### src/hdl/hrpa_pkg.sv
// ----------------------------------------------------------------------------
// hrpa_pkg
// Shared types, codes and helpers for the hex record page assembler.
// ----------------------------------------------------------------------------
package hrpa_pkg;

  localparam int PAGE_BYTES_DEF = 128;

  localparam logic [9:0] DATA_START = 10'd9;
  localparam logic [9:0] POS_LEN    = 10'd2;
  localparam logic [9:0] POS_KIND   = 10'd8;
  localparam logic [7:0] FILL_BYTE  = 8'hFF;
  localparam logic [7:0] CHAR_COLON = 8'h3A;
  localparam logic [7:0] REC_DATA   = 8'h00;
  localparam logic [7:0] REC_EOF    = 8'h01;

  typedef enum logic [1:0] {
    ACT_FEED = 2'd0,
    ACT_READ = 2'd1,
    ACT_ACK  = 2'd2,
    ACT_NONE = 2'd3
  } action_t;

  typedef enum logic [1:0] {
    RD_ZERO = 2'd0,
    RD_MEM  = 2'd1,
    RD_FILL = 2'd2
  } rd_sel_t;

  typedef struct packed {
    logic       bad;
    logic [3:0] nib;
  } hex_dec_t;

  function automatic hex_dec_t hex_decode(input logic [7:0] c);
    hex_dec_t d;
    d.bad = 1'b0;
    d.nib = 4'd0;
    if (c >= 8'h30 && c <= 8'h39) begin
      d.nib = 4'(c - 8'h30);
    end else if (c >= 8'h41 && c <= 8'h46) begin
      d.nib = 4'(c - 8'h37);
    end else if (c >= 8'h61 && c <= 8'h66) begin
      d.nib = 4'(c - 8'h57);
    end else begin
      d.bad = 1'b1;
    end
    return d;
  endfunction

endpackage

### src/hdl/hrpa_if.sv
// ----------------------------------------------------------------------------
// hrpa_in_if / hrpa_out_if
// Valid/ready channels carrying input words and result words.
// ----------------------------------------------------------------------------
interface hrpa_in_if;
  logic       valid;
  logic       ready;
  logic [1:0] action;
  logic [7:0] char_in;
  logic [6:0] read_index;

  modport source (output valid, action, char_in, read_index, input ready);
  modport sink   (input valid, action, char_in, read_index, output ready);
endinterface

interface hrpa_out_if;
  logic        valid;
  logic        ready;
  logic        page_ready;
  logic [15:0] page_address;
  logic [7:0]  read_byte;
  logic        file_ended;
  logic        bad_digit;

  modport source (output valid, page_ready, page_address, read_byte, file_ended, bad_digit,
                  input ready);
  modport sink   (input valid, page_ready, page_address, read_byte, file_ended, bad_digit,
                  output ready);
endinterface

### src/hdl/hex_record_page_assembler_top.sv
// ----------------------------------------------------------------------------
// hex_record_page_assembler_top
// Intel HEX text to page buffer assembler with byte readback.
// ----------------------------------------------------------------------------
// One input word per clock unless the output stalls: feed a character, read a
// page byte, or acknowledge a page. Every word yields one result word in the
// cycle after it is accepted; the input is ready whenever the result register
// is empty or being drained, so sustained rate is one word per cycle. The page
// buffer is a PAGE_BYTES x 8 memory with one write and one registered read
// per cycle. End-of-file padding is tracked by a boundary register instead of
// a sweep, so there is no clearing pass after reset.
module hex_record_page_assembler_top #(
  parameter int PAGE_BYTES = hrpa_pkg::PAGE_BYTES_DEF
) (
  input logic          clk,
  input logic          rst_n,
  hrpa_in_if.sink      in_ch,
  hrpa_out_if.source   out_ch
);

  localparam int AW = $clog2(PAGE_BYTES);
  localparam int CW = AW + 1;
  localparam logic [CW-1:0] PAGE_FULL = CW'(PAGE_BYTES);
  localparam logic [8:0]    PAGE_END  = 9'(PAGE_BYTES);
  localparam logic [15:0]   ADDR_STEP = 16'(PAGE_BYTES / 2);

  logic [7:0]     mem [PAGE_BYTES];
  logic [7:0]     mem_q_r;

  logic [AW-1:0]  fill_r, fill_nxt;
  logic [AW-1:0]  pad_from_r, pad_from_nxt;
  logic [15:0]    addr_r, addr_nxt;
  logic           first_r, first_nxt;
  logic           ready_r, ready_nxt;
  logic           ended_r, ended_nxt;
  logic [9:0]     pos_r, pos_nxt;
  logic [3:0]     hi_r, hi_nxt;
  logic [7:0]     len_r, len_nxt;
  logic [7:0]     kind_r, kind_nxt;
  logic           out_valid_r;
  logic           bad_r, bad_nxt;
  hrpa_pkg::rd_sel_t rd_sel_r, rd_sel_nxt;

  logic           acc;
  logic           feed;
  logic           in_rec;
  logic           is_colon;
  hrpa_pkg::hex_dec_t dec;
  logic [7:0]     byte_v;
  logic [9:0]     len_lim;
  logic [9:0]     rec_last;
  logic           take;
  logic           emit;
  logic [CW-1:0]  fill_inc;
  logic           wr_en;
  logic           rd_en;
  logic [8:0]     idx_ext;
  hrpa_pkg::action_t act;

  assign in_ch.ready = !out_valid_r || out_ch.ready;
  assign acc         = in_ch.valid && in_ch.ready;
  assign act         = hrpa_pkg::action_t'(in_ch.action);

  assign feed     = acc && (act == hrpa_pkg::ACT_FEED) && !ended_r;
  assign is_colon = (in_ch.char_in == hrpa_pkg::CHAR_COLON);
  assign in_rec   = (pos_r != 10'd0);
  assign dec      = hrpa_pkg::hex_decode(in_ch.char_in);
  assign byte_v   = pos_r[0] ? 8'h00 : {hi_r, dec.nib};
  assign len_lim  = hrpa_pkg::DATA_START + {1'b0, len_r, 1'b0};
  assign rec_last = len_lim + 10'd1;
  assign take     = (pos_r > hrpa_pkg::DATA_START) && !pos_r[0] && (pos_r < len_lim)
                    && (kind_r == hrpa_pkg::REC_DATA);
  assign fill_inc = {1'b0, fill_r} + CW'(1);
  assign idx_ext  = 9'(in_ch.read_index);

  always_comb begin
    fill_nxt     = fill_r;
    pad_from_nxt = pad_from_r;
    first_nxt    = first_r;
    ready_nxt    = ready_r;
    ended_nxt    = ended_r;
    pos_nxt      = pos_r;
    hi_nxt       = hi_r;
    len_nxt      = len_r;
    kind_nxt     = kind_r;
    emit         = 1'b0;
    wr_en        = 1'b0;
    rd_en        = 1'b0;
    bad_nxt      = 1'b0;
    rd_sel_nxt   = hrpa_pkg::RD_ZERO;

    if (feed) begin
      if (is_colon) begin
        pos_nxt = 10'd1;
      end else if (in_rec) begin
        bad_nxt = dec.bad;
        if (pos_r[0]) begin
          hi_nxt = dec.nib;
        end
        if (pos_r == hrpa_pkg::POS_LEN) begin
          len_nxt = byte_v;
        end
        if (pos_r == hrpa_pkg::POS_KIND) begin
          kind_nxt = byte_v;
        end
        if (pos_r == hrpa_pkg::POS_KIND && byte_v == hrpa_pkg::REC_EOF) begin
          pad_from_nxt = fill_r;
          fill_nxt     = '0;
          emit         = 1'b1;
          ended_nxt    = 1'b1;
          pos_nxt      = 10'd0;
        end else begin
          if (take) begin
            wr_en = 1'b1;
            if (fill_inc == PAGE_FULL) begin
              fill_nxt = '0;
              emit     = 1'b1;
            end else begin
              fill_nxt = fill_inc[AW-1:0];
            end
          end
          if (pos_r >= hrpa_pkg::POS_KIND && pos_r >= rec_last) begin
            pos_nxt = 10'd0;
          end else begin
            pos_nxt = pos_r + 10'd1;
          end
        end
      end
    end

    if (acc && act == hrpa_pkg::ACT_READ) begin
      priority if (idx_ext >= PAGE_END) begin
        rd_sel_nxt = hrpa_pkg::RD_FILL;
      end else if (ended_r && idx_ext >= 9'(pad_from_r)) begin
        rd_sel_nxt = hrpa_pkg::RD_FILL;
      end else begin
        rd_sel_nxt = hrpa_pkg::RD_MEM;
        rd_en      = 1'b1;
      end
    end

    if (acc && act == hrpa_pkg::ACT_ACK) begin
      ready_nxt = 1'b0;
    end

    addr_nxt = addr_r;
    if (emit) begin
      if (!first_r) begin
        addr_nxt = addr_r + ADDR_STEP;
      end
      first_nxt = 1'b0;
      ready_nxt = 1'b1;
    end
  end

  // page buffer
  always_ff @(posedge clk) begin
    if (wr_en) begin
      mem[fill_r] <= byte_v;
    end
    if (rd_en) begin
      mem_q_r <= mem[idx_ext[AW-1:0]];
    end
  end

  always_ff @(posedge clk) begin
    if (!rst_n) begin
      fill_r      <= '0;
      addr_r      <= 16'd0;
      first_r     <= 1'b1;
      ready_r     <= 1'b0;
      ended_r     <= 1'b0;
      pos_r       <= 10'd0;
      hi_r        <= 4'd0;
      len_r       <= 8'd0;
      kind_r      <= 8'd0;
      out_valid_r <= 1'b0;
    end else begin
      fill_r   <= fill_nxt;
      addr_r   <= addr_nxt;
      first_r  <= first_nxt;
      ready_r  <= ready_nxt;
      ended_r  <= ended_nxt;
      pos_r    <= pos_nxt;
      hi_r     <= hi_nxt;
      len_r    <= len_nxt;
      kind_r   <= kind_nxt;
      if (acc) begin
        out_valid_r <= 1'b1;
      end else if (out_ch.ready) begin
        out_valid_r <= 1'b0;
      end
    end
  end

  always_ff @(posedge clk) begin
    pad_from_r <= pad_from_nxt;
    if (acc) begin
      bad_r    <= bad_nxt;
      rd_sel_r <= rd_sel_nxt;
    end
  end

  assign out_ch.valid        = out_valid_r;
  assign out_ch.page_ready   = ready_r;
  assign out_ch.page_address = addr_r;
  assign out_ch.file_ended   = ended_r;
  assign out_ch.bad_digit    = bad_r;

  always_comb begin
    unique case (rd_sel_r)
      hrpa_pkg::RD_MEM:  out_ch.read_byte = mem_q_r;
      hrpa_pkg::RD_FILL: out_ch.read_byte = hrpa_pkg::FILL_BYTE;
      default:           out_ch.read_byte = 8'h00;
    endcase
  end

  a_eof_raises_ready: assert property (@(posedge clk) disable iff (!rst_n)
    $rose(ended_r) |-> ready_r)
    else $error("end of file without page_ready");

  a_ended_idle: assert property (@(posedge clk) disable iff (!rst_n)
    ended_r |-> (pos_r == 10'd0 && fill_r == '0))
    else $error("parser active after end of file");

  a_emit_clears_first: assert property (@(posedge clk) disable iff (!rst_n)
    $rose(ready_r) |-> !first_r)
    else $error("page emitted with first page still pending");

  a_addr_moves_on_emit: assert property (@(posedge clk) disable iff (!rst_n)
    (addr_r != $past(addr_r)) |-> (ready_r && !$past(first_r)))
    else $error("page address changed without a page");

endmodule
### src/flat_wrapper.sv
// flat-port wrapper written by rule: the top's interface ports become plain ports
module hex_record_page_assembler_top_flat 
#(
  parameter int PAGE_BYTES = hrpa_pkg::PAGE_BYTES_DEF
)
  (clk, rst_n, in_ch_valid, in_ch_action, in_ch_char_in, in_ch_read_index, in_ch_ready, out_ch_valid, out_ch_page_ready, out_ch_page_address, out_ch_read_byte, out_ch_file_ended, out_ch_bad_digit, out_ch_ready);
  hrpa_in_if in_ch_i ();
  hrpa_out_if out_ch_i ();
  input logic clk;
  input logic rst_n;
  input wire logic [$bits(in_ch_i.valid)-1:0] in_ch_valid;
  input wire logic [$bits(in_ch_i.action)-1:0] in_ch_action;
  input wire logic [$bits(in_ch_i.char_in)-1:0] in_ch_char_in;
  input wire logic [$bits(in_ch_i.read_index)-1:0] in_ch_read_index;
  output wire logic [$bits(in_ch_i.ready)-1:0] in_ch_ready;
  output wire logic [$bits(out_ch_i.valid)-1:0] out_ch_valid;
  output wire logic [$bits(out_ch_i.page_ready)-1:0] out_ch_page_ready;
  output wire logic [$bits(out_ch_i.page_address)-1:0] out_ch_page_address;
  output wire logic [$bits(out_ch_i.read_byte)-1:0] out_ch_read_byte;
  output wire logic [$bits(out_ch_i.file_ended)-1:0] out_ch_file_ended;
  output wire logic [$bits(out_ch_i.bad_digit)-1:0] out_ch_bad_digit;
  input wire logic [$bits(out_ch_i.ready)-1:0] out_ch_ready;
  assign in_ch_i.valid = in_ch_valid;
  assign in_ch_i.action = in_ch_action;
  assign in_ch_i.char_in = in_ch_char_in;
  assign in_ch_i.read_index = in_ch_read_index;
  assign in_ch_ready = in_ch_i.ready;
  assign out_ch_valid = out_ch_i.valid;
  assign out_ch_page_ready = out_ch_i.page_ready;
  assign out_ch_page_address = out_ch_i.page_address;
  assign out_ch_read_byte = out_ch_i.read_byte;
  assign out_ch_file_ended = out_ch_i.file_ended;
  assign out_ch_bad_digit = out_ch_i.bad_digit;
  assign out_ch_i.ready = out_ch_ready;
  hex_record_page_assembler_top #(.PAGE_BYTES(PAGE_BYTES)) u_core (.clk(clk), .rst_n(rst_n), .in_ch(in_ch_i), .out_ch(out_ch_i));
endmodule
### config.mk
export PLATFORM = sky130hd
export DESIGN_NAME = hex_record_page_assembler_top_flat
export DESIGN_NICKNAME = d
export VERILOG_FILES = /design/src/hdl/hrpa_pkg.sv /design/src/hdl/hrpa_if.sv /design/src/hdl/hex_record_page_assembler_top.sv /design/src/flat_wrapper.sv
export SDC_FILE = /design/constraint.sdc
export NUM_CORES = 1
export LEC_CHECK = 0
export BUFFER_PORTS_ARGS = -buffer_cell sky130_fd_sc_hd__buf_2
export CORE_MARGIN = 2
export CORE_UTILIZATION = 68
export DETAILED_ROUTE_END_ITERATION = 10
export GPL_TIMING_DRIVEN = 0
export PLACE_DENSITY = 0.85
export SYNTH_ARGS = -nofsm -noshare
export SYNTH_HDL_FRONTEND = slang
export SYNTH_SLANG_ARGS = --single-unit
### constraint.sdc
create_clock -name clk -period 14.5 [get_ports clk]
set_input_delay 1.45 -clock clk [delete_from_list [all_inputs] [get_ports clk]]
set_output_delay 1.45 -clock clk [all_outputs]
set_load 0.05 [all_outputs]
## Word-level counts from Yosys, hierarchy flattened

Memory sizes are Yosys's and may differ from the RTL's. A register that Yosys moved wholly into a read port is not among the register bits.
Cells that the tools add are included.

| storage, ports and cells | value |
|---|---|
| bits of input ports | 21 |
| output and inout bits | 29 |
| memory bits (read-only) | 0 |
| register bits | 67 |
| bits in writable memories | 1024 |
| memories | 1 |
| bits in latches | 0 |

Memory list:

| name | depth | width | read ports | clocked after memory_dff | write ports | line | text |
|---|---|---|---|---|---|---|---|
| u_core.mem | 128 | 8 | 1 | 1 | 1 | hex_record_page_assembler_top.sv:27 | `logic [7:0] mem [PAGE_BYTES];` |

| operators by class | value |
|---|---|
| equal/unequal tests | 9 |
| divide/modulo/power cells | 0 |
| $mul | 0 |
| multiplexer cells | 35 |
| shifts and indexed selects | 0 |
| order comparisons | 12 |
| reduce and logical (&&, ||, !) cells | 34 |
| $add $sub $neg | 8 |
| bitwise gates (word level) | 5 |

Operators by type and width:

| kind | number |
|---|---|
| $mux W10 | 4 |
| $mux W1 | 21 |
| $mux W7 | 3 |
| $add A10 B1 Y10 const B | 2 |
| $reduce_and A4 Y1 | 5 |
| $add A16 B7 Y16 const B | 1 |
| $ge A8 B7 Y1 const B | 2 |
| $le A8 B7 Y1 const B | 2 |
| $pmux W8 S2 | 1 |
| $logic_and A1 B1 Y1 | 14 |
| $mux W4 | 3 |
| $add A4 B9 Y10 const A | 1 |
| $eq A10 B2 Y1 const B | 1 |
| $eq A10 B4 Y1 const B | 1 |
| $ge A10 B10 Y1 | 1 |
| $ge A10 B4 Y1 const B | 1 |
| $gt A10 B4 Y1 const B | 1 |
| $lt A10 B10 Y1 | 1 |
| $reduce_bool A10 Y1 | 1 |
| $add A7 B1 Y8 const B | 1 |
| $eq A8 B1 Y1 const B | 1 |
| $eq A8 B6 Y1 const B | 1 |
| $eq A8 B8 Y1 const B | 1 |
| $ge A7 B8 Y1 const B | 1 |
| other kinds (18) | 32 |

## Depth between registers and ports, before layout

| logic depth | value |
|---|---|
| word-level depth | 14 |
| depth in mapped cells | 13 |

## Least setup slack after synthesis

No wires, ideal clock.

| timing | value |
|---|---|
| path kind | input-to-reg |
| start point | input port in_ch_char_in[0] |
| end point | memory u_core.mem[0][2], data pin |
| path slack | 7.521 ns |
| library setup time | 0.904 ns |
| path buffers | 0 |
| stages on the path | 6 |
| arrival time | 6.074 ns |
| path through | inv_1 > ha_1 > nand2b_1 > o21ai_0 > or4b_2 > a21oi_1 |

| on the way | value |
|---|---|
| longest elaborated chain between the ends | 6 |
| elaborated cells on any way between the ends | 16 |

RTL lines:

| what | line | text |
|---|---|---|
| from (decl) | flat_wrapper.sv:13 | `input wire logic [$bits(in_ch_i.char_in)-1:0] in_ch_char_in;` |
| $ge A8 B7 Y1 or $le A8 B7 Y1 (tied branches) | hrpa_pkg.sv:43 | `end else if (c >= 8'h61 && c <= 8'h66) begin` |
| $logic_and A1 B1 Y1 | hrpa_pkg.sv:43 |  |
| $mux W4 | hrpa_pkg.sv:43 |  |
| $mux W4 | hrpa_pkg.sv:41 | `end else if (c >= 8'h41 && c <= 8'h46) begin` |
| $mux W4 (*) | hrpa_pkg.sv:39 | `if (c >= 8'h30 && c <= 8'h39) begin` |
| $mux W8 (*) | hex_record_page_assembler_top.sv:68 | `assign byte_v = pos_r[0] ? 8'h00 : {hi_r, dec.nib};` |
| via u_core.byte_v[2] | hex_record_page_assembler_top.sv:49 | `logic [7:0] byte_v;` |
| to (decl) | hex_record_page_assembler_top.sv:27 |  |

The timed path passes the listed nets; every way through them passes the cells marked *.

## Worst setup path in the final report

| timing | value |
|---|---|
| start point | register u_core.len_r[2] |
| end point | memory u_core.mem[78][7] (enable) |

| on the way | value |
|---|---|
| longest elaborated chain between the ends | 11 |

RTL lines:

| what | line | text |
|---|---|---|
| from (decl) | hex_record_page_assembler_top.sv:38 | `logic [7:0] len_r, len_nxt;` |
| from (signal assigned) | hex_record_page_assembler_top.sv:186 | `len_r <= len_nxt;` |
| $add A4 B9 Y10 | hex_record_page_assembler_top.sv:69 | `assign len_lim = hrpa_pkg::DATA_START + {1'b0, len_r, 1'b0};` |
| $lt A10 B10 Y1 | hex_record_page_assembler_top.sv:71 | `assign take = (pos_r > hrpa_pkg::DATA_START) && !pos_r[0] && (pos_r < len_lim)` |
| $logic_and A1 B1 Y1 | hex_record_page_assembler_top.sv:71 |  |
| $logic_and A1 B1 Y1 | hex_record_page_assembler_top.sv:72 | `&& (kind_r == hrpa_pkg::REC_DATA);` |
| $mux W1 | hex_record_page_assembler_top.sv:113 | `if (take) begin` |
| $mux W1 | hex_record_page_assembler_top.sv:106 | `if (pos_r == hrpa_pkg::POS_KIND && byte_v == hrpa_pkg::REC_EOF) begin` |
| $mux W1 | hex_record_page_assembler_top.sv:95 | `end else if (in_rec) begin` |
| $mux W1 | hex_record_page_assembler_top.sv:93 | `if (is_colon) begin` |
| $mux W1 | hex_record_page_assembler_top.sv:92 | `if (feed) begin` |
| $mux W1 | hex_record_page_assembler_top.sv:158 | `if (wr_en) begin` |
| $mux W1 (implied by the code) | hex_record_page_assembler_top.sv:159 | `mem[fill_r] <= byte_v;` |

Every way passes these cells.

==> results_dict.tcl <==
set metrics [dict create \
    status "complete, but fails checks" \
    violations "max-capacitance violations, max-slew violations" \
    postLayoutCellArea_sq_um 49200 \
    grt_pass1_wl_microns 171000 \
    syn_inst 2370 \
    rsz0062_at_grt "no" \
    endpoint "u_core.mem[78][7]" \
    ys_ff_latch 1093 \
    io_buffers 42 \
    reg2reg_depth 12 \
    crit_path_start "u_core.len_r[2]" \
    die_h_microns 258 \
    worstSetupStartpointType "flop" \
    avgSynthCellArea_sq_um 18.5 \
    crit_path_end_kind "flop" \
    cts_tree "done" \
    hpwl_microns 71200 \
    grt-ovfl-total 0 \
    worst-path-stages 12 \
    cp_max_fo 10 \
    die_area_sq_um 66600 \
    dr.pass1.iters 9 \
    worst_pin_slew_ns 1.50 \
    ys_seq_area_share_pct 73.6 \
    cp_slowest_cell "nor2_1" \
    max-vdd-ir-drop_mv 0.106 \
    postCtsSetupBuffers 0 \
    antenna_found_initial 2 \
    grt_start_max_net_pins 74 \
    drc 0 \
    fin_crit_ns 4.81 \
    synth.top_cell.area_share_pct 71.3 \
    htreeDepth 3 \
    required_ns 14.78 \
    critPathArrivalTime_ns 5.10 \
    clockBufferDepth 3 \
    fp.coreArea_sq_um 64100 \
    layout-drive-gt1-share_pct 20.2 \
    rows 93 \
    fmax_ghz 0.208 \
    final_cells 3486 \
    viasPerCell 7.39 \
    area_growth_pct 12.1 \
    synth_edf_count 1042 \
    path_clk_slew_ns 0.06 \
    r2r_slack_ns 9.69 \
    numCtsBuffers 103 \
    crit_chain "ha_1, nand3_1, xor2_1, ha_1, a21oi_1, o2111ai_1, a31oi_1, o2111a_1, buf_4, nand3_1, buf_2, nor2_1" \
    dp.cells 3294 \
    clockRootBuffer "clkbuf_16" \
    powerDensity_nw_per_um2 131 \
    synth_ff_type "edfxtp_1" \
    grt_pass1_vias 25604 \
    synth_area_sq_um 43900 \
    synth_top_cells_by_area "edfxtp_1, mux4_2, mux2i_1" \
    antenna_left 0 \
    hp-class "flop to flop" \
    placed_area_sq_um 45800 \
    clk_latency_ns 0.68 \
    synth_most_common_cell "edfxtp_1" \
    drt_first_iter_violations 4541 \
    fin_ws_ns 9.69 \
    hold_depth 0 \
    hold_slack_ns 0.428 \
    period_share_pct 33.2 \
    die_w_microns 258 \
    ios 50 \
    synthTopCellsByCount "edfxtp_1, mux4_2, mux2i_1" \
    routabilityCongestion 0.912 \
    path_delay_family "simple AND/OR/NAND/NOR gates" \
    critPathKind "flop to flop" \
    place_ws_ns 9.40 \
    hold_violations 0 \
    finalClockSkew_ns 0.0318 \
    r2r_start "u_core.len_r[2]" \
    r2r_end "u_core.mem[78][7]" \
    slew_headroom_pct -0.192 \
    finalWirelength_microns 117000 \
    yosysWarningCount 0 \
    start_util_pct 68.5 \
    drv_slew 1 \
    ctsResizeCount 0 \
    power.leakage_nw 14.1 \
    grt_usage_pct 35.6 \
    final_nets 2607 \
    synth_async_sr_flop_share_pct 0 \
    holdBufCountCts 0 \
    crit_path_max_incr_delay_ns 0.72 \
    num_vias 25769 \
    wl_per_cell_microns 33.5 \
    clock-sinks 1093 \
    drv_cap 1 \
    setup_viol 0 \
    synth.distinct_cells 75 \
    setup_tns_ns 0 \
    path_buf_inv 2 \
    yosys.area.top_type "edfxtp_1" \
]
layout by cell type, fill, tap and decap left out, types with 8 or more instances in the layout:
master,netlist,layout
edfxtp_1,1042,1042
mux4_2,192,192
mux2i_1,190,190
nor2_1,187,185
clkbuf_16,0,105
buf_2,51,93
clkbuf_1,51,68
o21ai_0,67,67
nand2_1,60,60
dfxtp_1,51,51
a21oi_1,49,48
o221ai_1,47,47
ha_1,42,42
inv_1,31,31
nand3_1,28,28
clkinv_1,0,26
mux2_2,25,25
a221oi_1,25,25
nor3_1,21,21
buf_4,18,18
o22ai_1,16,16
clkinv_2,0,16
bufinv_16,0,15
buf_12,0,15
nor2b_1,15,11
xnor2_1,11,11
a31oi_1,11,11
nand4_1,10,10
nand2b_1,10,10
a311oi_1,8,8
kinds of logic (layout without fill, tap and decap cells):
family          count (synthesis)  after routing  synth area share (%)
other cells                     1              7               0.00854
simple gates                  374            374                  3.97
flops                        1093           1093                  73.6
buf+inv                       161            416                  1.75
compound gates                276            276                  4.36
mux                           407            407                  14.8
xor+xnor                       16             16                 0.319
fa+ha+maj                      42             42                  1.20
metal layers:
layer | global-route usage, % | vias to the layer above | routed length [microns]
met5 | 0 | - | 12
li1 | - | 9975 | -
met3 | 9.69 | 530 | 16000
met2 | 55.8 | 2516 | 54700
met1 | 46.7 | 12746 | 38700
met4 | 18.3 | 2 | 7380
state kept, by name, indices dropped and copies added, names as in the netlist, 2 cells and up:
register and cells:
u_core.fill_r 7, u_core.hi_r 4, u_core.kind_r 8, u_core.len_r 8, u_core.mem 1024, u_core.mem_q_r 8
u_core.out_ch.page_address 10, u_core.pad_from_r 7, u_core.pos_r 10, u_core.rd_sel_r 2
final cells by class:
class	count	area, sq um
Sequential cell	1093	32300
Fill cell	3037	14900
Multi-Input combinational cell	1121	10900
Clock buffer	122	2690
Tap cell	855	1070
Clock inverter	69	761
Timing Repair Buffer	64	703
Buffer	130	651
Inverter	31	116
Antenna cell	1	2.50
power by group:
group	total (W)	switching (W)	internal, W
combinational	0.000236	0.000161	0.0000756
sequential	0.00342	0.00000194	0.00342
clock	0.00279	0.00120	0.00160
total	0.00645	0.00136	0.00509
worst min path at each step:
stage               slack [ns]              endpoint             start
finish                    0.43  u_core.pad_from_r[6]  u_core.fill_r[6]
global placement          0.41  u_core.pad_from_r[6]  u_core.fill_r[6]
global route              0.45  u_core.pad_from_r[6]  u_core.fill_r[6]
floorplan                 0.41  u_core.pad_from_r[6]  u_core.fill_r[6]
CTS                       0.43  u_core.pad_from_r[6]  u_core.fill_r[6]
detailed placement        0.41  u_core.pad_from_r[6]  u_core.fill_r[6]
stage by stage:
step                power [W]  util, %
CTS                   0.00642     76.8
detailed placement    0.00371     71.4
global route          0.00655     76.8
finish                0.00645     76.8
global placement      0.00370     70.5
floorplan             0.00363        -
Power figures use the tool's default switching activity.
